### src/sv/wplbw_pkg.sv
// Shared constants and types for the warp point blend and bilinear weight block.
// Used by every module of the block; depends on nothing.
`timescale 1ns / 1ps
`default_nettype none
package wplbw_pkg;

    localparam int SCREEN_BITS   = 12;
    localparam int FRACTION_BITS = 4;
    localparam int COORD_W       = 16;
    localparam int FACTOR_W      = 16;
    localparam int DIFF_W        = COORD_W + 1;
    localparam int PROD_W        = DIFF_W + FACTOR_W + 1;
    localparam int SHIFT_W       = PROD_W - FACTOR_W;
    localparam int SUM_W         = SHIFT_W + 1;
    localparam int EXT_W         = (FRACTION_BITS + SCREEN_BITS > SUM_W) ?
                                   (FRACTION_BITS + SCREEN_BITS) : SUM_W;
    localparam int WEIGHT_W      = 8;
    localparam int ONE_W         = FRACTION_BITS + 1;
    localparam int WPROD_W       = 2 * ONE_W;

    localparam int APB_DATA_W    = 32;
    localparam int APB_ADDR_W    = 3;

    // Register index, taken from the word address.
    localparam logic REG_BLEND_FACTOR = 1'b0;

    // Clock enables for the three blend stages and the output stage.
    typedef struct packed {
        logic s1;
        logic s2;
        logic s3;
        logic s4;
    } stage_en_t;

endpackage
`default_nettype wire

### src/sv/wplbw_apb.sv
// APB-style configuration port holding the blend factor register.
// Depends on wplbw_pkg.
`timescale 1ns / 1ps
`default_nettype none
module wplbw_apb (
    input  wire logic                               clk,
    input  wire logic                               rst_n,
    input  wire logic                               psel,
    input  wire logic                               penable,
    input  wire logic                               pwrite,
    input  wire logic [wplbw_pkg::APB_ADDR_W-1:0]   paddr,
    input  wire logic [wplbw_pkg::APB_DATA_W-1:0]   pwdata,
    output logic      [wplbw_pkg::APB_DATA_W-1:0]   prdata,
    output logic                                    pready,
    output logic      [wplbw_pkg::FACTOR_W-1:0]     blend_factor
);

    logic [wplbw_pkg::FACTOR_W-1:0] factor_reg;
    logic                           wr_en;

    assign pready = 1'b1;
    assign wr_en  = psel && penable && pwrite &&
                    (paddr[wplbw_pkg::APB_ADDR_W-1] == wplbw_pkg::REG_BLEND_FACTOR);

    always_ff @(posedge clk or negedge rst_n)
    begin
        if (!rst_n)
        begin
            factor_reg <= '0;
        end
        else if (wr_en)
        begin
            factor_reg <= pwdata[wplbw_pkg::FACTOR_W-1:0];
        end
    end

    always_comb
    begin
        prdata = '0;
        if (paddr[wplbw_pkg::APB_ADDR_W-1] == wplbw_pkg::REG_BLEND_FACTOR)
        begin
            prdata[wplbw_pkg::FACTOR_W-1:0] = factor_reg;
        end
    end

    assign blend_factor = factor_reg;

endmodule
`default_nettype wire

### config.mk
export PLATFORM = sky130hd
export DESIGN_NAME = wplbw_apb
export DESIGN_NICKNAME = d
export VERILOG_FILES = /design/src/sv/wplbw_pkg.sv /design/src/sv/wplbw_apb.sv
export SDC_FILE = /design/constraint.sdc
export NUM_CORES = 1
export LEC_CHECK = 0
export BUFFER_PORTS_ARGS = -buffer_cell sky130_fd_sc_hd__buf_4
export CORE_MARGIN = 3
export CORE_UTILIZATION = 35
export DETAILED_ROUTE_END_ITERATION = 12
export PLACE_DENSITY_LB_ADDON = 0.2
export SYNTH_ARGS = -nofsm -noshare
export SYNTH_HDL_FRONTEND = slang
export SYNTH_SLANG_ARGS = --single-unit
### constraint.sdc
create_clock -name clk -period 0.98 [get_ports clk]
set_input_delay 0.147 -clock clk [delete_from_list [all_inputs] [get_ports clk]]
set_output_delay 0.147 -clock clk [all_outputs]
set_load 0.005 [all_outputs]
Yosys cells after proc, flatten, opt, wreduce, memory -nomap -nowiden
Index checks and enable logic that the tools add are counted.
{"block": "totals", "in_bits": 40, "output_inout_bits": 49, "word_cells": 6, "regBits": 16}
{"block": "classes", "bitwise": 1, "n_reduce_logical": 3, "muxes": 1}
{"op": "16-bit two-way mux", "count": 1}
{"op": "1-bit logical AND", "count": 3}
{"op": "1-bit NOT", "count": 1}

Longest topological paths before layout
{"block": "logic_depth", "ltp_word": 3, "depth_mapped": 3, "ltp_nobuf": 2}

Least setup slack after synthesis
No wires, ideal clock.
{"block": "synth_path", "path_type": "input to register", "start": "in paddr[2] (netlist name)", "end": "reg factor_reg, in the netlist blend_factor[0]", "stages": 3, "t_required_ps": 855, "setup_slack_ps": 32, "arrival_ps": 823, "setup_time_ps": 125, "n_path_buf": 1, "cell_sequence": "nand4b_4 > buf_6 > mux2_4"}
{"block": "synth_via", "elab_chain_cells": 2}
{"item": "from (decl)", "line_no": "wplbw_apb.sv:11", "source": "input wire logic [wplbw_pkg::APB_ADDR_W-1:0] paddr,"}
{"item": "1-bit NOT"}
{"item": "1-bit logical AND", "line_no": "wplbw_apb.sv:22", "source": "assign wr_en = psel && penable && pwrite &&"}
{"item": "to (signal assigned)", "line_no": "wplbw_apb.sv:33", "source": "factor_reg <= pwdata[wplbw_pkg::FACTOR_W-1:0];"}
{"item": "to (decl)", "line_no": "wplbw_apb.sv:18", "source": "logic [wplbw_pkg::FACTOR_W-1:0] factor_reg;"}
No other way between the ends.
A chain may end at the register's enable or synchronous reset.

Worst setup path in the final report
{"block": "layout_path", "start": "reg factor_reg, in the netlist blend_factor[0]", "end": "out prdata[0] (netlist name)"}
{"block": "layout_via", "elab_chain_cells": 1}
{"item": "16-bit two-way mux", "line_no": "wplbw_apb.sv:40", "source": "if (paddr[wplbw_pkg::APB_ADDR_W-1] == wplbw_pkg::REG_BLEND_FACTOR)"}
{"item": "to (decl)", "line_no": "wplbw_apb.sv:13", "source": "output logic [wplbw_pkg::APB_DATA_W-1:0] prdata,"}
No other way between the ends.

==> impl_metrics.ini <==
[run_status]
outcome = finished with violations
violations = setup timing

[global_route]
grtUsageMet1 = 0.126
antenna_found_initial = 0
grt.total_usage = 0.122
grt_max_degree = 17
grt-busiest-layer = met2
first_global_vias = 642
grt_util_met3 = 0.0667
overflow = 0
met2_usage = 0.218
grt_pass1_wl_mm = 3.05

[floorplan]
core_area_um2 = 2320
die-height_um = 56.7
die_area_um2 = 3210
ios = 89
die_w_um = 56.7
start_util = 0.388
rows = 17

[clock_tree]
numCtsBuffers = 3
cts_buffer_depth = 2
path_clk_slew_ns = 0.09
tritoncts = done
clock_latency_ns = 0.28
h-tree-depth = 1
cts.sinks = 16
clk_root_buffer_cell = clkbuf_4

[drt]
vias_per_cell = 4.15
drcViolationCount = 0
routedWlPerCell_um = 12.2
vias = 673
drt_first_pass_iters = 2
drt_first_iter_violations = 5
routed_wl_mm = 1.98
ant_nets = 0

[timing]
slew_viol_final = 0
timing.fmax_mhz = 897
finalCriticalPeriod_ns = 1.12
hold_viol_final = 0
period_share = 1.14
setup_slack_ns = -0.135
rsz0062_at_grt = yes
finClkSkew_ns = 0
tns_ns = -2.19
setup_violations = 21

[place]
portBuffers = 53
gp_congestion = 0.680
dpl_cell_area_um2 = 1270
pre_cts_ws_ns = -0.0527

[setup_path]
cp-start-kind = flip-flop
cp_max_fo = 3
endpoint_kind = output port
critical_path_class = flip-flop to output port
required_ns = 0.83
cp.arrival_ns = 0.97

[power]
powerDensity_nw_per_um2 = 1550
cellLeakagePower_nw = 0.815
ir_worst_vdd_uv = 989
finalPower_mw = 2.30

[cells_and_area]
fin_util = 0.638
syn2layout_area_growth_pct = 64.4
largest_reg_flops = 16
stdcell_area_um2 = 1480
final_nets = 176
drive_gt1_frac = 0.649
n_antenna_cell = 0

[synthesis]
syn-cell-area_um2 = 900
synth.distinct_cells = 10
synth-seq-area-share = 0.445
ys_ff_latch = 16
syn_area_per_cell_um2 = 12.9
ys_warn_count = 0
syn-instance-count = 70

[flow_run]
max_cap_viol_count = 0

[min_path]
worst_hold_path_type = primary input to flip-flop
layout make-up:
cell class	count	area, µm²
well taps	28	35.0
fillers	182	840
clock buffers	3	22.5
repair buffers	65	586
multi-input cells	50	435
flip-flops and latches	16	400
worst max-delay path, stage by stage (launching register included):
cell	delay, ns
dfrtp_1	0.41
and2b_1	0.17
buf_6	0.11
cell usage in the layout (no fill, tap or decap), drive strengths merged:
| master | count |
|---|---|
| buf | 64 |
| conb | 17 |
| dfrtp | 16 |
| mux2 | 16 |
| nor2b | 10 |
| and2b | 6 |
| clkbuf | 3 |
| nand4b | 1 |
| dlygate4sd3 | 1 |
through the flow:
stage | instances | hold slack [ns]
final | 162 | 0.0923
after global routing | 162 | 0.0703
after CTS | 158 | 0.0830
after detailed placement | 149 | 0.0173
after global placement | 149 | 0.0171
after floorplan | 85 | -0.149
routing by layer:
layer / wire length (µm) / share of wire
met5: 0 / 0
met4: 0 / 0
met3: 274 / 0.14
met2: 1020 / 0.52
met1: 685 / 0.35
power breakdown:
group / switching (mW) / internal, mW
registers: 0.117 / 0.806
clock network: 0.185 / 0.142
logic: 0.281 / 0.764
total: 0.584 / 1.71
what timing repair did:
action / CTS / global route
resized for setup: 4 / 24
pin swaps: 0 / 0
endpoints found under the setup margin: 21 / 32
endpoints found under the hold margin: 16 / 0
hold buffers: 1 / 0
setup buffers: 5 / 4
logic make-up (layout without fill, tap and decap cells):
kind of cell  after synthesis  in the layout  share of synthesized area
flops                      16             16                      0.445
other cells                 2             17                    0.00835
buf+inv                    19             68                      0.159
simple gates               17             17                      0.146
mux                        16             16                      0.242
synthesized netlist by cell type:
master	count	area share
and2b_1	6	0.050
clkbuf_1	1	0.0042
mux2_2	6	0.075
buf_4	17	0.14
mux2_4	10	0.17
buf_6	1	0.013
nor2b_1	10	0.070
conb_1	2	0.0083
dfrtp_1	16	0.45
nand4b_4	1	0.026
final timing paths:
kind,start,endpoint,slack (ns),depth (start not counted)
worst max-delay path,blend_factor[0],prdata[0],-0.14,2
worst min-delay path,pwdata[3],blend_factor[3],0.09,2
worst max register to register,blend_factor[7],blend_factor[7],0.07,2
worst min register to register,blend_factor[10],blend_factor[10],0.55,1
max in group asynchronous,rst_n,blend_factor[12],0.54,2
min in group asynchronous,rst_n,blend_factor[6],0.26,2
Note: power is estimated with default switching activity, not from simulation.
