File: config.mk
export PLATFORM = sky130hd
export DESIGN_NAME = wplbw_blend
export DESIGN_NICKNAME = d
export VERILOG_FILES = /design/src/sv/wplbw_pkg.sv /design/src/sv/wplbw_blend.sv
export SDC_FILE = /design/constraint.sdc
export NUM_CORES = 1
export LEC_CHECK = 0
export BUFFER_PORTS_ARGS = -buffer_cell sky130_fd_sc_hd__buf_2
export CAP_MARGIN = 20
export CORE_UTILIZATION = 35
export CTS_CLUSTER_DIAMETER = 120
export DETAILED_ROUTE_END_ITERATION = 6
export HOLD_SLACK_MARGIN = 0.15
export PLACE_DENSITY_LB_ADDON = 0.12
export RECOVER_POWER = 50
export REMOVE_ABC_BUFFERS = 1
export SLEW_MARGIN = 20
export SYNTH_ARGS = -nofsm -noshare
export SYNTH_HDL_FRONTEND = slang
export SYNTH_SLANG_ARGS = --single-unit
File: constraint.sdc
create_clock -name clk -period 13.2 [get_ports clk]
set_input_delay 1.32 -clock clk [delete_from_list [all_inputs] [get_ports clk]]
set_output_delay 1.32 -clock clk [all_outputs]
set_load 0.03 [all_outputs]
File: src/sv/wplbw_pkg.sv
// Shared constants and types for the warp point blend and bilinear weight block.
// Used by every module of the block; depends on nothing.
`timescale 1ns / 1ps
`default_nettype none
package wplbw_pkg;

    localparam int SCREEN_BITS   = 12;
    localparam int FRACTION_BITS = 4;
    localparam int COORD_W       = 16;
    localparam int FACTOR_W      = 16;
    localparam int DIFF_W        = COORD_W + 1;
    localparam int PROD_W        = DIFF_W + FACTOR_W + 1;
    localparam int SHIFT_W       = PROD_W - FACTOR_W;
    localparam int SUM_W         = SHIFT_W + 1;
    localparam int EXT_W         = (FRACTION_BITS + SCREEN_BITS > SUM_W) ?
                                   (FRACTION_BITS + SCREEN_BITS) : SUM_W;
    localparam int WEIGHT_W      = 8;
    localparam int ONE_W         = FRACTION_BITS + 1;
    localparam int WPROD_W       = 2 * ONE_W;

    localparam int APB_DATA_W    = 32;
    localparam int APB_ADDR_W    = 3;

    // Register index, taken from the word address.
    localparam logic REG_BLEND_FACTOR = 1'b0;

    // Clock enables for the three blend stages and the output stage.
    typedef struct packed {
        logic s1;
        logic s2;
        logic s3;
        logic s4;
    } stage_en_t;

endpackage
`default_nettype wire

File: src/sv/wplbw_blend.sv
// Three-stage blend of one axis: difference, scaled product, floor shift and add.
// Depends on wplbw_pkg.
`timescale 1ns / 1ps
`default_nettype none
module wplbw_blend (
    input  wire logic                                 clk,
    input  wire wplbw_pkg::stage_en_t                 en,
    input  wire logic        [wplbw_pkg::FACTOR_W-1:0] blend_factor,
    input  wire logic signed [wplbw_pkg::COORD_W-1:0]  src,
    input  wire logic signed [wplbw_pkg::COORD_W-1:0]  dst,
    output logic signed      [wplbw_pkg::SUM_W-1:0]    blended
);

    logic signed [wplbw_pkg::COORD_W-1:0] src1_reg, src2_reg;
    logic signed [wplbw_pkg::DIFF_W-1:0]  diff_reg, diff_next;
    logic signed [wplbw_pkg::PROD_W-1:0]  prod_reg, prod_next;
    logic signed [wplbw_pkg::SUM_W-1:0]   sum_reg, sum_next;
    logic signed [wplbw_pkg::FACTOR_W:0]  factor_s;

    assign diff_next = wplbw_pkg::DIFF_W'(dst) - wplbw_pkg::DIFF_W'(src);
    assign factor_s  = $signed({1'b0, blend_factor});
    assign prod_next = wplbw_pkg::PROD_W'(factor_s) * wplbw_pkg::PROD_W'(diff_reg);
    // An arithmetic shift of the product rounds toward minus infinity.
    assign sum_next  = wplbw_pkg::SUM_W'(src2_reg) +
                       wplbw_pkg::SUM_W'($signed(
                           prod_reg[wplbw_pkg::PROD_W-1:wplbw_pkg::FACTOR_W]));

    always_ff @(posedge clk)
    begin
        if (en.s1)
        begin
            src1_reg <= src;
            diff_reg <= diff_next;
        end
        if (en.s2)
        begin
            src2_reg <= src1_reg;
            prod_reg <= prod_next;
        end
        if (en.s3)
        begin
            sum_reg <= sum_next;
        end
    end

    assign blended = sum_reg;

endmodule
`default_nettype wire

Word level (Yosys, flattened, before mapping)
Index checks and enable logic that the tools add are counted.
{"block": "classes", "n_bitwise": 0, "magnitude_cmp": 0, "div_mod_pow": 0, "eq_ne": 0, "shift": 0, "mul": 1, "reduce_logical": 0, "n_addsub": 2, "mux": 0}
{"cell": "$mul 17x17->34", "n": 1}
{"cell": "$add 16x18->19", "n": 1}
{"cell": "$sub 16x16->17", "n": 1}
{"block": "totals", "latch_bits": 0, "memories": 0, "ramBits": 0, "rom_bits": 0, "elab_cells": 8, "input_bits": 53, "reg_bits": 102}

Longest topological paths before layout
{"block": "logic_depth", "ltp_word": 1, "depth_mapped": 24, "mapped_depth_nobuf": 23}

Worst setup path before layout
OpenSTA, ideal clock, no wires.
{"block": "synth_timing", "kind": "input to register", "startpoint": "input port blend_factor[11] (netlist bit)", "endpoint": "register prod_reg[33] (netlist bit), data pin", "path_slack_ns": 6.332, "cell_stages": 22, "arrival_time_ns": 6.608, "t_required_ns": 12.940, "n_path_buf": 1, "path_cell_list": "clkbuf_1 and2_1 fa_1 inv_1 fa_1 fa_1 inv_1 fa_1 fa_1 inv_1 fa_1 inv_1 ha_1 a21oi_2 a21boi_1 a211oi_2 a31o_2 a311oi_2 a21bo_1 a211o_1 a21oi_2 xnor2_1"}
{"block": "synth_between", "elab_chain_cells": 1}
{"item": "start: declaration", "line": "wplbw_blend.sv:8", "rtl": "input wire logic [wplbw_pkg::FACTOR_W-1:0] blend_factor,"}
{"item": "$mul 17x17->34", "line": "wplbw_blend.sv:22", "rtl": "assign prod_next = wplbw_pkg::PROD_W'(factor_s) * wplbw_pkg::PROD_W'(diff_reg);"}
{"item": "named net prod_next, one bit", "line": "wplbw_blend.sv:16", "rtl": "logic signed [wplbw_pkg::PROD_W-1:0] prod_reg, prod_next;"}
{"item": "end signal: assignment", "line": "wplbw_blend.sv:38", "rtl": "prod_reg <= prod_next;"}
{"item": "end: declaration", "line": "wplbw_blend.sv:16"}
The timed path passes the listed nets, and every way through them passes these cells.
A chain may end at the register's enable or synchronous reset.

Final worst setup path
Ends and elaborated chain as after synthesis.

==> summary.md <==
| Metric | Value |
|---|---|
| Status | `complete, but fails checks` |
| Failing checks | `capacitance limit, slew limit` |
| Async set-or-reset flop fraction in the synthesized netlist | `0%` |
| Cells along the critical path | `buf_2, and2_1, fa_1, inv_1, fa_1, fa_1, inv_1, fa_1, fa_1, inv_1, fa_1, inv_1, ha_1, nand4_1, a211oi_1, a211oi_2, a31o_2, a311oi_2, a21bo_1, a211o_1, a21oi_2, xnor2_1` |
| Main flop type after synthesis | `edfxtp_1` |
| CORE AREA | `37000 µm²` |
| TritonCTS clock tree | `yes` |
| Tcrit/Tclk final | `~55%` |
| WS Path Type | `input pin to flip-flop` |
| Routed len/inst | `16.5 µm` |
| Clk sinks | `86` |
| Slowest CP cell | `fa_1` |
| DP HPWL | `24300 µm` |
| Buf/Inv on CP | `5` |
| Peak Freq | `approximately 140 MHz` |
| Seq/Total Area, Yosys | `19.4%` |
| Routed Antenna Nets | `0` |
| Clk_lat worst skew | `340 ps` |
| Gr ovfl total | `0` |
| Initial antenna violation count | `2` |
| Vias in the first global route | `9679` |
| Mapped Avg Cell Area | `approximately 9.9 µm²` |
| Slew margin rel. | `-43.3%` |
| Reg2Reg Depth | `21` |
| Hold EP | `src2_reg[6]` |
| Gr usage total | `between 10% and 20%` |
| Count of input and output buffers | `70` |
| Synthesized cell area | `roughly 13000 µm²` |
| Max FO, Critical Path | `17` |
| H-tree Lvls | `3` |
| Clk buf depth | `2` |
| Count of max-cap constraint violations | `2` |
| Top-Level Pins | `72` |
| Via count | `between 9000 and 10000` |
| Most frequent cells in the layout | `325 x inv_1, 210 x fa_1, 161 x and2_1, 158 x ha_1, 117 x nand2_1` |
| RSZ-0062 raised after global routing | `no` |
| R2R Path End | `prod_reg[33]` |
| Critical path required time | `roughly 13000 ps` |
| Syn Inst Count | `1348` |
| Register bit count reported by yosys | `86` |
| Number of flops mapped to enable cells by yosys | `86` |
| Worst endpoint data arrival time | `7350 ps` |
| Crit-path most repeated cell | `fa_1` |
| R2R Setup Slk | `6280 ps` |
| Drt pass-1 iters | `5` |
| Clk root buf | `clkbuf_16` |
| Worst path max stage delay | `540 ps` |
| Setup Fix Bufs, Post-CTS | `0` |
| Final count of hold timing violations | `0` |
| Slew Limit Fails | `69` |
| Starting Density | `35.9%` |
| Hold Path Class | `flip-flop to flip-flop` |
| CP delay by family, top | `adder cells` |
| First-pass GRT wire length | `roughly 51000 µm` |
| Placer congestion estimate | `approximately 0.79` |
| Post-cts resize count | `0` |
| Clk slew on worst S/H paths | `70 ps` |
| Synth unique cells | `53` |
| Vias/cell | `between 4 and 5` |
| Slew @ Worst Pin | `between 2000 and 2500 ps` |
| Die H | `197 µm` |
| Hold path cells | `0` |
| Die Wd | `197 µm` |
| Setup violations, final | `0` |
| Layout cells sized above 1 | `5.43%` |
| Largest net degree at the start of global routing | `35` |
| Tmin final | `7250 ps` |
| Area delta synth->final | `8.51%` |
| Placement Rows | `70` |
| Drt total wl | `roughly 31000 µm` |
| CP Capture Type | `flip-flop` |
| Ys Warns | `0` |
| Final net count | `1815` |
| Num CTS Buffers | `9` |
| Initial DRC count | `459` |
| TNS Setup | `0 ps` |
| Largest register FFs | `19` |
| # hold bufs at CTS | `0` |
| Clock skew | `10.7 ps` |
| DIE AREA | `38700 µm²` |
| Hold Startpoint | `src1_reg[6]` |
| Detailed-route DRC error count | `0` |
| Critical Path Start Type | `input pin` |
| Commonest non-fill, non-tap cell in the layout | `inv_1` |
| Origin of the critical flop-to-flop path | `diff_reg[2]` |
Yosys cell counts (all sizes together) (8+ instances only):
| library cell | instances | area share, % |
|---|---|---|
| inv | 325 | 9.2 |
| fa | 210 | 32 |
| and2 | 161 | 7.6 |
| ha | 158 | 15 |
| nand2 | 117 | 3.3 |
| edfxtp | 86 | 19 |
| clkbuf | 36 | 1.0 |
| a21oi | 35 | 1.4 |
| xnor2 | 26 | 1.7 |
| nor2b | 25 | 1.2 |
| o21ai | 24 | 0.93 |
| nor2 | 23 | 0.65 |
| a21o | 14 | 0.79 |
| xor2 | 12 | 0.79 |
| nand2b | 10 | 0.47 |
| nand3 | 8 | 0.30 |
layer usage:
layer  up-vias  routed length, µm  track usage [%]
li1       4254                  -                -
met1      4600              14900             23.6
met2       134              15400             29.6
met3        26                846             1.81
met4         0                378             2.78
met5         -                  0                0
logic make-up after synthesis:
group           after synthesis  share of synthesized area, %
buf+inv                     361                          10.2
fa+ha+maj                   368                          46.5
xor+xnor                     38                          2.51
mux                           1                        0.0754
compound gates              122                          6.32
simple gates                372                          14.9
flops                        86                          19.4
per-stage QoR:
step	hold slack [ps]	cells	setup WS (ps)	util, %	instance area [µm²]
3_3_place_gp	401	1887	5670	38.2	14100
4_1_cts	416	1903	5960	39.1	14400
5_1_grt	424	1903	5640	39.0	14400
3_5_place_dp	405	1887	5640	38.2	14100
2_1_floorplan	400	1312	6520	-	13100
6_report	415	1904	5950	39.0	14400
cell type report:
cell class | count | area, µm²
antenna | 1 | 2.50
timing repair buffer | 71 | 334
fill | 3865 | 22500
clock buffer | 9 | 225
inverter | 325 | 1220
sequential | 86 | 2580
clock inverter | 7 | 73.8
tap | 504 | 631
multi-input combinational | 901 | 9350
how the worst max path moves through the flow:
stage               depth (start not counted)      endpoint             start  slack, ps
CTS                                        22  prod_reg[33]   blend_factor[8]       5960
detailed placement                         22  prod_reg[33]   blend_factor[8]       5640
global placement                           22  prod_reg[33]   blend_factor[8]       5670
finish                                     22  prod_reg[33]  blend_factor[11]       5950
global route                               22  prod_reg[33]   blend_factor[8]       5640
floorplan                                  21  prod_reg[33]  blend_factor[11]       6520
Power is left out: the tool's default activity adds up to more than one toggle a clock period on the data nets, which glitch-free logic cannot reach.
