## src/sv/wplbw_pkg.sv

```systemverilog
// Shared constants and types for the warp point blend and bilinear weight block.
// Used by every module of the block; depends on nothing.
`timescale 1ns / 1ps
`default_nettype none
package wplbw_pkg;

    localparam int SCREEN_BITS   = 12;
    localparam int FRACTION_BITS = 4;
    localparam int COORD_W       = 16;
    localparam int FACTOR_W      = 16;
    localparam int DIFF_W        = COORD_W + 1;
    localparam int PROD_W        = DIFF_W + FACTOR_W + 1;
    localparam int SHIFT_W       = PROD_W - FACTOR_W;
    localparam int SUM_W         = SHIFT_W + 1;
    localparam int EXT_W         = (FRACTION_BITS + SCREEN_BITS > SUM_W) ?
                                   (FRACTION_BITS + SCREEN_BITS) : SUM_W;
    localparam int WEIGHT_W      = 8;
    localparam int ONE_W         = FRACTION_BITS + 1;
    localparam int WPROD_W       = 2 * ONE_W;

    localparam int APB_DATA_W    = 32;
    localparam int APB_ADDR_W    = 3;

    // Register index, taken from the word address.
    localparam logic REG_BLEND_FACTOR = 1'b0;

    // Clock enables for the three blend stages and the output stage.
    typedef struct packed {
        logic s1;
        logic s2;
        logic s3;
        logic s4;
    } stage_en_t;

endpackage
`default_nettype wire

```

## src/sv/wplbw_split.sv

```systemverilog
// Output stage: splits the blended coordinates into screen position and fraction
// and forms the four bilinear weights. Depends on wplbw_pkg.
`timescale 1ns / 1ps
`default_nettype none
module wplbw_split (
    input  wire logic                                  clk,
    input  wire wplbw_pkg::stage_en_t                  en,
    input  wire logic signed [wplbw_pkg::SUM_W-1:0]    bx,
    input  wire logic signed [wplbw_pkg::SUM_W-1:0]    by,
    output logic      [wplbw_pkg::SCREEN_BITS-1:0]     screen_x,
    output logic      [wplbw_pkg::SCREEN_BITS-1:0]     screen_y,
    output logic                                       x_off_screen,
    output logic                                       y_off_screen,
    output logic      [wplbw_pkg::WEIGHT_W-1:0]        weight_top_left,
    output logic      [wplbw_pkg::WEIGHT_W-1:0]        weight_top_right,
    output logic      [wplbw_pkg::WEIGHT_W-1:0]        weight_bottom_left,
    output logic      [wplbw_pkg::WEIGHT_W-1:0]        weight_bottom_right
);

    localparam int F  = wplbw_pkg::FRACTION_BITS;
    localparam int S  = wplbw_pkg::SCREEN_BITS;
    localparam int OW = wplbw_pkg::ONE_W;
    localparam int PW = wplbw_pkg::WPROD_W;
    localparam int WW = wplbw_pkg::WEIGHT_W;

    logic signed [wplbw_pkg::EXT_W-1:0] ex, ey;
    logic [OW-1:0] fx, fy, gx, gy;
    logic [PW-1:0] p_tl, p_tr, p_bl, p_br;
    logic [S-1:0]  sx_next, sy_next;
    logic [WW-1:0] tl_next, tr_next, bl_next, br_next;

    logic [S-1:0]  sx_reg, sy_reg;
    logic          xo_reg, yo_reg;
    logic [WW-1:0] tl_reg, tr_reg, bl_reg, br_reg;

    function automatic logic [WW-1:0] dec_nz(input logic [PW-1:0] v);
        logic [PW-1:0] d;
        d = (v != '0) ? (v - PW'(1)) : '0;
        return d[WW-1:0];
    endfunction

    always_comb
    begin
        ex = wplbw_pkg::EXT_W'(bx);
        ey = wplbw_pkg::EXT_W'(by);
        sx_next = ex[F+S-1:F];
        sy_next = ey[F+S-1:F];
        fx = {1'b0, ex[F-1:0]};
        fy = {1'b0, ey[F-1:0]};
        gx = (OW'(1) << F) - fx;
        gy = (OW'(1) << F) - fy;
        p_tl = PW'(gx) * PW'(gy);
        p_tr = PW'(fx) * PW'(gy);
        p_bl = PW'(gx) * PW'(fy);
        p_br = PW'(fx) * PW'(fy);
        tl_next = dec_nz(p_tl);
        tr_next = dec_nz(p_tr);
        bl_next = dec_nz(p_bl);
        br_next = dec_nz(p_br);
    end

    always_ff @(posedge clk)
    begin
        if (en.s4)
        begin
            sx_reg <= sx_next;
            sy_reg <= sy_next;
            xo_reg <= bx[wplbw_pkg::SUM_W-1];
            yo_reg <= by[wplbw_pkg::SUM_W-1];
            tl_reg <= tl_next;
            tr_reg <= tr_next;
            bl_reg <= bl_next;
            br_reg <= br_next;
        end
    end

    assign screen_x            = sx_reg;
    assign screen_y            = sy_reg;
    assign x_off_screen        = xo_reg;
    assign y_off_screen        = yo_reg;
    assign weight_top_left     = tl_reg;
    assign weight_top_right    = tr_reg;
    assign weight_bottom_left  = bl_reg;
    assign weight_bottom_right = br_reg;

endmodule
`default_nettype wire

```

## config.mk

```make
export PLATFORM = sky130hd
export DESIGN_NAME = wplbw_split
export DESIGN_NICKNAME = d
export VERILOG_FILES = /design/src/sv/wplbw_pkg.sv /design/src/sv/wplbw_split.sv
export SDC_FILE = /design/constraint.sdc
export NUM_CORES = 1
export LEC_CHECK = 0
export BUFFER_PORTS_ARGS = -buffer_cell sky130_fd_sc_hd__buf_2
export CAP_MARGIN = 20
export CORE_AREA = 3 3 97 99
export CTS_CLUSTER_DIAMETER = 60
export DETAILED_ROUTE_END_ITERATION = 8
export DIE_AREA = 0 0 100 102
export PLACE_DENSITY_LB_ADDON = 0.12
export SYNTH_ARGS = -nofsm -noshare
export SYNTH_HDL_FRONTEND = slang
export SYNTH_SLANG_ARGS = --single-unit
```

## constraint.sdc

```tcl
create_clock -name clk -period 7 [get_ports clk]
set_clock_uncertainty 0.2 [all_clocks]
set_input_delay 1.4 -clock clk [delete_from_list [all_inputs] [get_ports clk]]
set_output_delay 1.4 -clock clk [all_outputs]
set_load 0.05 [all_outputs]
```

Word-level counts from Yosys, hierarchy flattened:

Cells that the tools add are included.

* flip-flop bits (word level): 58
* input port bits: 43
* output and inout port bits: 58

* $add $sub $neg: 6
* multiply operators: 4
* reductions and logical operators: 4

Operators by type and width (number)
* $sub 8x1->8 const B: 4
* $reduce_bool 9->1: 2
* $mul 5x5->10: 1
* $reduce_bool 10->1: 1
* $sub 5x4->5 const A: 2
* $mul 4x5->9: 1
* $mul 5x4->9: 1
* $mul 4x4->8: 1
* $reduce_bool 8->1: 1

Logic depth before layout (Yosys ltp):

* word-level depth: 3
* depth in mapped cells: 16
* mapped depth without buffers: 16

Worst setup path after synthesis:

No wires, ideal clock.

* path type: input -> register
* start point: input port by[1] (netlist name)
* end point: register tl_reg[2], in the netlist weight_top_left[2] (data pin)
* setup time: 0.267 ns
* data arrival time: 5.482 ns
* required time: 6.533 ns
* slack: 1.051 ns
* cell stages on the path: 15
* buffers on the path: 0
* path through: inv_1 -> ha_1 -> nor3b_1 -> nand2_1 -> fa_1 -> fa_1 -> fa_1 -> inv_1 -> ha_1 -> a21oi_1 -> a21oi_1 -> nor4_1 -> mux2_2 -> nor4b_4 -> nor2_1

* cells in the longest elaborated chain, start to end: 3
* elaborated cells on any way between the ends: 4
* those cells by class: add/sub: 2; mul: 1; reduce/logical: 1

Ends and longest elaborated chain
* start: declaration: line wplbw_split.sv:9 `input wire logic signed [wplbw_pkg::SUM_W-1:0] by,`
* $sub 5x4->5 *: line wplbw_split.sv:51 `gy = (OW'(1) << F) - fy;`
* $mul 5x5->10 *: line wplbw_split.sv:52 `p_tl = PW'(gx) * PW'(gy);`
* $sub 8x1->8 / $reduce_bool 10->1 (equally long branches): line wplbw_split.sv:38 `d = (v != '0) ? (v - PW'(1)) : '0;`
* end signal: assignment: line wplbw_split.sv:70 `tl_reg <= tl_next;`
* end: declaration: line wplbw_split.sv:34 `logic [WW-1:0] tl_reg, tr_reg, bl_reg, br_reg;`

Every way passes the cells marked *; elsewhere a longest branch is shown, timed or not.
A chain may end at the register's enable or synchronous reset.

Final worst setup path:

* start point: input port bx[1] (netlist name)
* end point: register tl_reg[1], in the netlist weight_top_left[1] (data pin)

* cells in the longest elaborated chain, start to end: 3
* elaborated cells on any way between the ends: 4
* those cells by class: add/sub: 2; mul: 1; reduce/logical: 1

Ends and longest elaborated chain
* start: declaration: line wplbw_split.sv:8 `input wire logic signed [wplbw_pkg::SUM_W-1:0] bx,`
* $sub 5x4->5 *: line wplbw_split.sv:50 `gx = (OW'(1) << F) - fx;`
* $mul 5x5->10 *: line wplbw_split.sv:52
* $sub 8x1->8 / $reduce_bool 10->1 (equally long branches): line wplbw_split.sv:38

Marked as above.

==> summary.md <==
| Metric | Value |
|---|---|
| Status | completed |
| Initial drt markers | 89 |
| Ant. Diodes | 0 |
| Chip Height | around 100 um |
| Synthesized Nets | 563 |
| Die area | between 10000 and 15000 um^2 |
| Antenna violations before repair | 0 |
| GRT Total Usage | a little under a fifth |
| Startpoint Class | input port |
| Fillers | between 700 and 800 |
| Crit path arrival time | between 5 and 6 ns |
| DRT Pass-1 Iters | 5 |
| Clk buf depth | 2 |
| Layout cells sized above 1 | a little under a quarter |
| Rows | 34 |
| Hold Path End | x_off_screen$_DFFE_PP_ |
| Drt wl/cell | between 10 and 15 um |
| Clock power share | roughly 18% |
| Dpl hpwl | 6.98 mm |
| Cells after synthesis | between 400 and 500 |
| Met2 Use GR | a little under a third |
| Worst Path Required | around 6.9 ns |
| Part of the power in registers | around 33% |
| Residual DRC | 0 |
| Syn Area/Cell | approximately 11 um^2 |
| Worst min path class | input port to flop |
| Via count | between 3000 and 4000 |
| DRT Wirelength | just under 9 mm |
| Port Buf Inserts | 93 |
| Sum of negative setup slack | 0 ns |
| Final Core Density | a little under two thirds |
| Fmax | 0.166 GHz |
| RSZ-0062 raised after global routing | false |
| Final min period | 6.01 ns |
| Hold Startpoint | bx[18] |
| Post-detailed-route count of antenna-violating nets | 0 |
| CP most frequent cell | fa_1 |
| Lkg Pwr | ~2.6 nW |
| CTS tree | built |
| Switching share of total power | a little over two fifths |
| M3 GR Usage | roughly 4% |
| Synth Flop Type | edfxtp_1 |
| Slowest stage cell, crit path | fa_1 |
| Die W | approximately 100 um |
| Max transition margin | 52.5% |
| Syn-to-layout area delta | 16.2% |
| Internal power | ~820 uW |
| Synth cell types | 50 |
| Post-synth EDFFs | 58 |
| Clk slew on worst S/H paths | ~0.070 ns |
| Post_cts resized | 0 |
| Period utilization | a little under nine tenths |
| Final Max Slew Viols | 0 |
| # Post-CTS Setup Buffers | 0 |
| Crit-path max FO | 8 |
| Crit-path cells | buf_2 > inv_1 > ha_1 > xnor2_1 > nand2_1 > fa_1 > fa_1 > fa_1 > inv_1 > ha_1 > a21oi_1 > a21oi_1 > nor4_1 > mux2_2 > nor4b_4 > nor2_1 |
| Actual slew at the worst max-slew pin | around 0.71 ns |
| Max Cap Violations | 0 |
| Synth async-reset ratio | 0% |
| CTS Hold Buffers Added | 0 |
| GPL Wtd Cong | slightly above 0.8 |
| Hold path depth | 1 |
| Endpoints failing hold | 0 |
| Global-route wire length before repair | roughly 15 mm |
| Total power divided by cell area | about 260 nW/um^2 |
| Synth Cell Area | around 4800 um^2 |
| Clock sink total | 58 |
| Met1 Track Usage GR | between 20% and 30% |
| Max VDD drop | between 100 and 150 uV |
| Net Switching | 625 uW |
| Largest net degree at the start of global routing | around 60 |
| CTS buffer count | 9 |
| CP max stage delay | 0.51 ns |
| CTS root buffer | clkbuf_8 |
| WS Path Type | input port to flop |
| Ports | 101 |
| Crit. End Element | flop |
| #FFs+latches synth | 58 |
| Gr busiest metal | met2 |
| H-tree Lvls | 3 |
| Logic pwr share | about half |
| Initial Util | between 50 and 60% |
| Placeable Area | 8640 um^2 |
| Seq/Total Area, Yosys | a little over a third |
| Post-layout nets | ~670 |
| Via count of the first global-routing pass | 3360 |
| Grt ovf | 0 |
| Via density | ~5.4 |
| Setup-failing EPs final | 0 |
| Yosys warning count | 0 |
-- sequential cells by signal, summed over array words and instances, names as in the netlist --
register and flops:
screen_y 12, screen_x 12, weight_top_right 8, y_off_screen 1, weight_bottom_left 8, x_off_screen 1
weight_bottom_right 8, weight_top_left 8
-- area by class of cell --
type | instances | area [um^2] | share of cell area (%)
clock buffers | 10 | 128 | 2.31
flip-flops and latches | 58 | 1740 | 31.5
multi-input cells | 331 | 2850 | 51.5
repair buffers | 97 | 495 | 8.97
well taps | 108 | 135 | 2.45
inverters | 39 | 146 | 2.65
clock inverters | 6 | 33.8 | 0.611
-- cells in the final DEF, fill, tap and decap left out, drive strengths merged, types with 5 or more instances in the layout --
master / instances
a21o: 5
a21oi: 19
and2: 45
buf: 97
clkbuf: 10
clkinv: 6
edfxtp: 58
fa: 25
ha: 62
inv: 39
nand2: 26
nand3: 8
nor2: 32
nor3: 13
nor3b: 5
o21ai: 16
o21bai: 5
xnor2: 22
xor2: 11
-- synthesized netlist by cell type, types with 5 or more instances --
master | number | area share [%]
xor2_1 | 10 | 1.8
nor3b_1 | 5 | 0.79
edfxtp_1 | 58 | 37
ha_1 | 62 | 16
inv_1 | 38 | 3.0
nor3_1 | 11 | 1.2
fa_1 | 25 | 11
a21oi_1 | 17 | 1.8
nor2_1 | 31 | 2.4
o21ai_0 | 15 | 1.6
and2_1 | 45 | 5.9
nand3_1 | 8 | 0.84
a21o_1 | 5 | 0.79
nand2_1 | 26 | 2.1
xnor2_1 | 22 | 4.1
-- power groups by stage --
stage	registers (mW)	logic, mW	clock network, mW
floorplan	0.712	0.338	0
global placement	0.486	0.685	0
detailed placement	0.489	0.699	0
CTS	0.482	0.703	0.270
global route	0.487	0.765	0.285
finish	0.480	0.699	0.262
-- stage by stage --
stage | area, um^2 | cells | power [mW] | setup slack, ns | hold slack, ns
finish | 5530 | 649 | 1.44 | 0.987 | 1.03
global route | 5530 | 649 | 1.54 | 0.633 | 1.01
CTS | 5530 | 649 | 1.45 | 1.01 | 1.01
detailed placement | 5370 | 633 | 1.19 | 0.630 | 1.38
global placement | 5370 | 633 | 1.17 | 0.737 | 1.38
floorplan | 4750 | 433 | 1.05 | 1.05 | 1.30
-- critical path, delay by kind of cell --
family                   cells  cell delay, ns
AND/OR/NAND/NOR              4            0.94
adder cells (fa/ha/maj)      5            2.03
buffers and inverters        3            0.31
multiplexers                 1            0.42
AO/OA/AOI/OAI                2            0.30
XOR/XNOR                     1            0.46
-- logic make-up after synthesis --
family	count (synthesis)	synth area share [%]
xor+xnor	33	6.47
fa+ha+maj	87	26.8
flops	58	36.6
buf+inv	44	3.50
compound gates	59	8.32
simple gates	147	17.2
mux	5	1.08
-- worst max-delay path by stage --
stage,startpoint,to,slack [ns],cells past startpoint
floorplan,by[1],weight_top_left[2]$_SDFFCE_PN0P_,1.05,15
global placement,bx[1],weight_top_left[5]$_SDFFCE_PN0P_,0.74,16
detailed placement,bx[1],weight_top_left[1]$_SDFFCE_PN0P_,0.63,16
CTS,bx[1],weight_top_left[1]$_SDFFCE_PN0P_,1.01,16
global route,bx[1],weight_top_left[1]$_SDFFCE_PN0P_,0.63,16
finish,bx[1],weight_top_left[1]$_SDFFCE_PN0P_,0.99,16
-- routing by layer --
layer  wire length [um]  up-vias  part of all wire (%)
met5                  0        -                     0
met4                135        0                   1.5
met3                496        8                   5.6
met2               4310       81                    48
met1               3990     1664                    45
li1                   -     1720                     -
(Power assumes the default switching activity.)
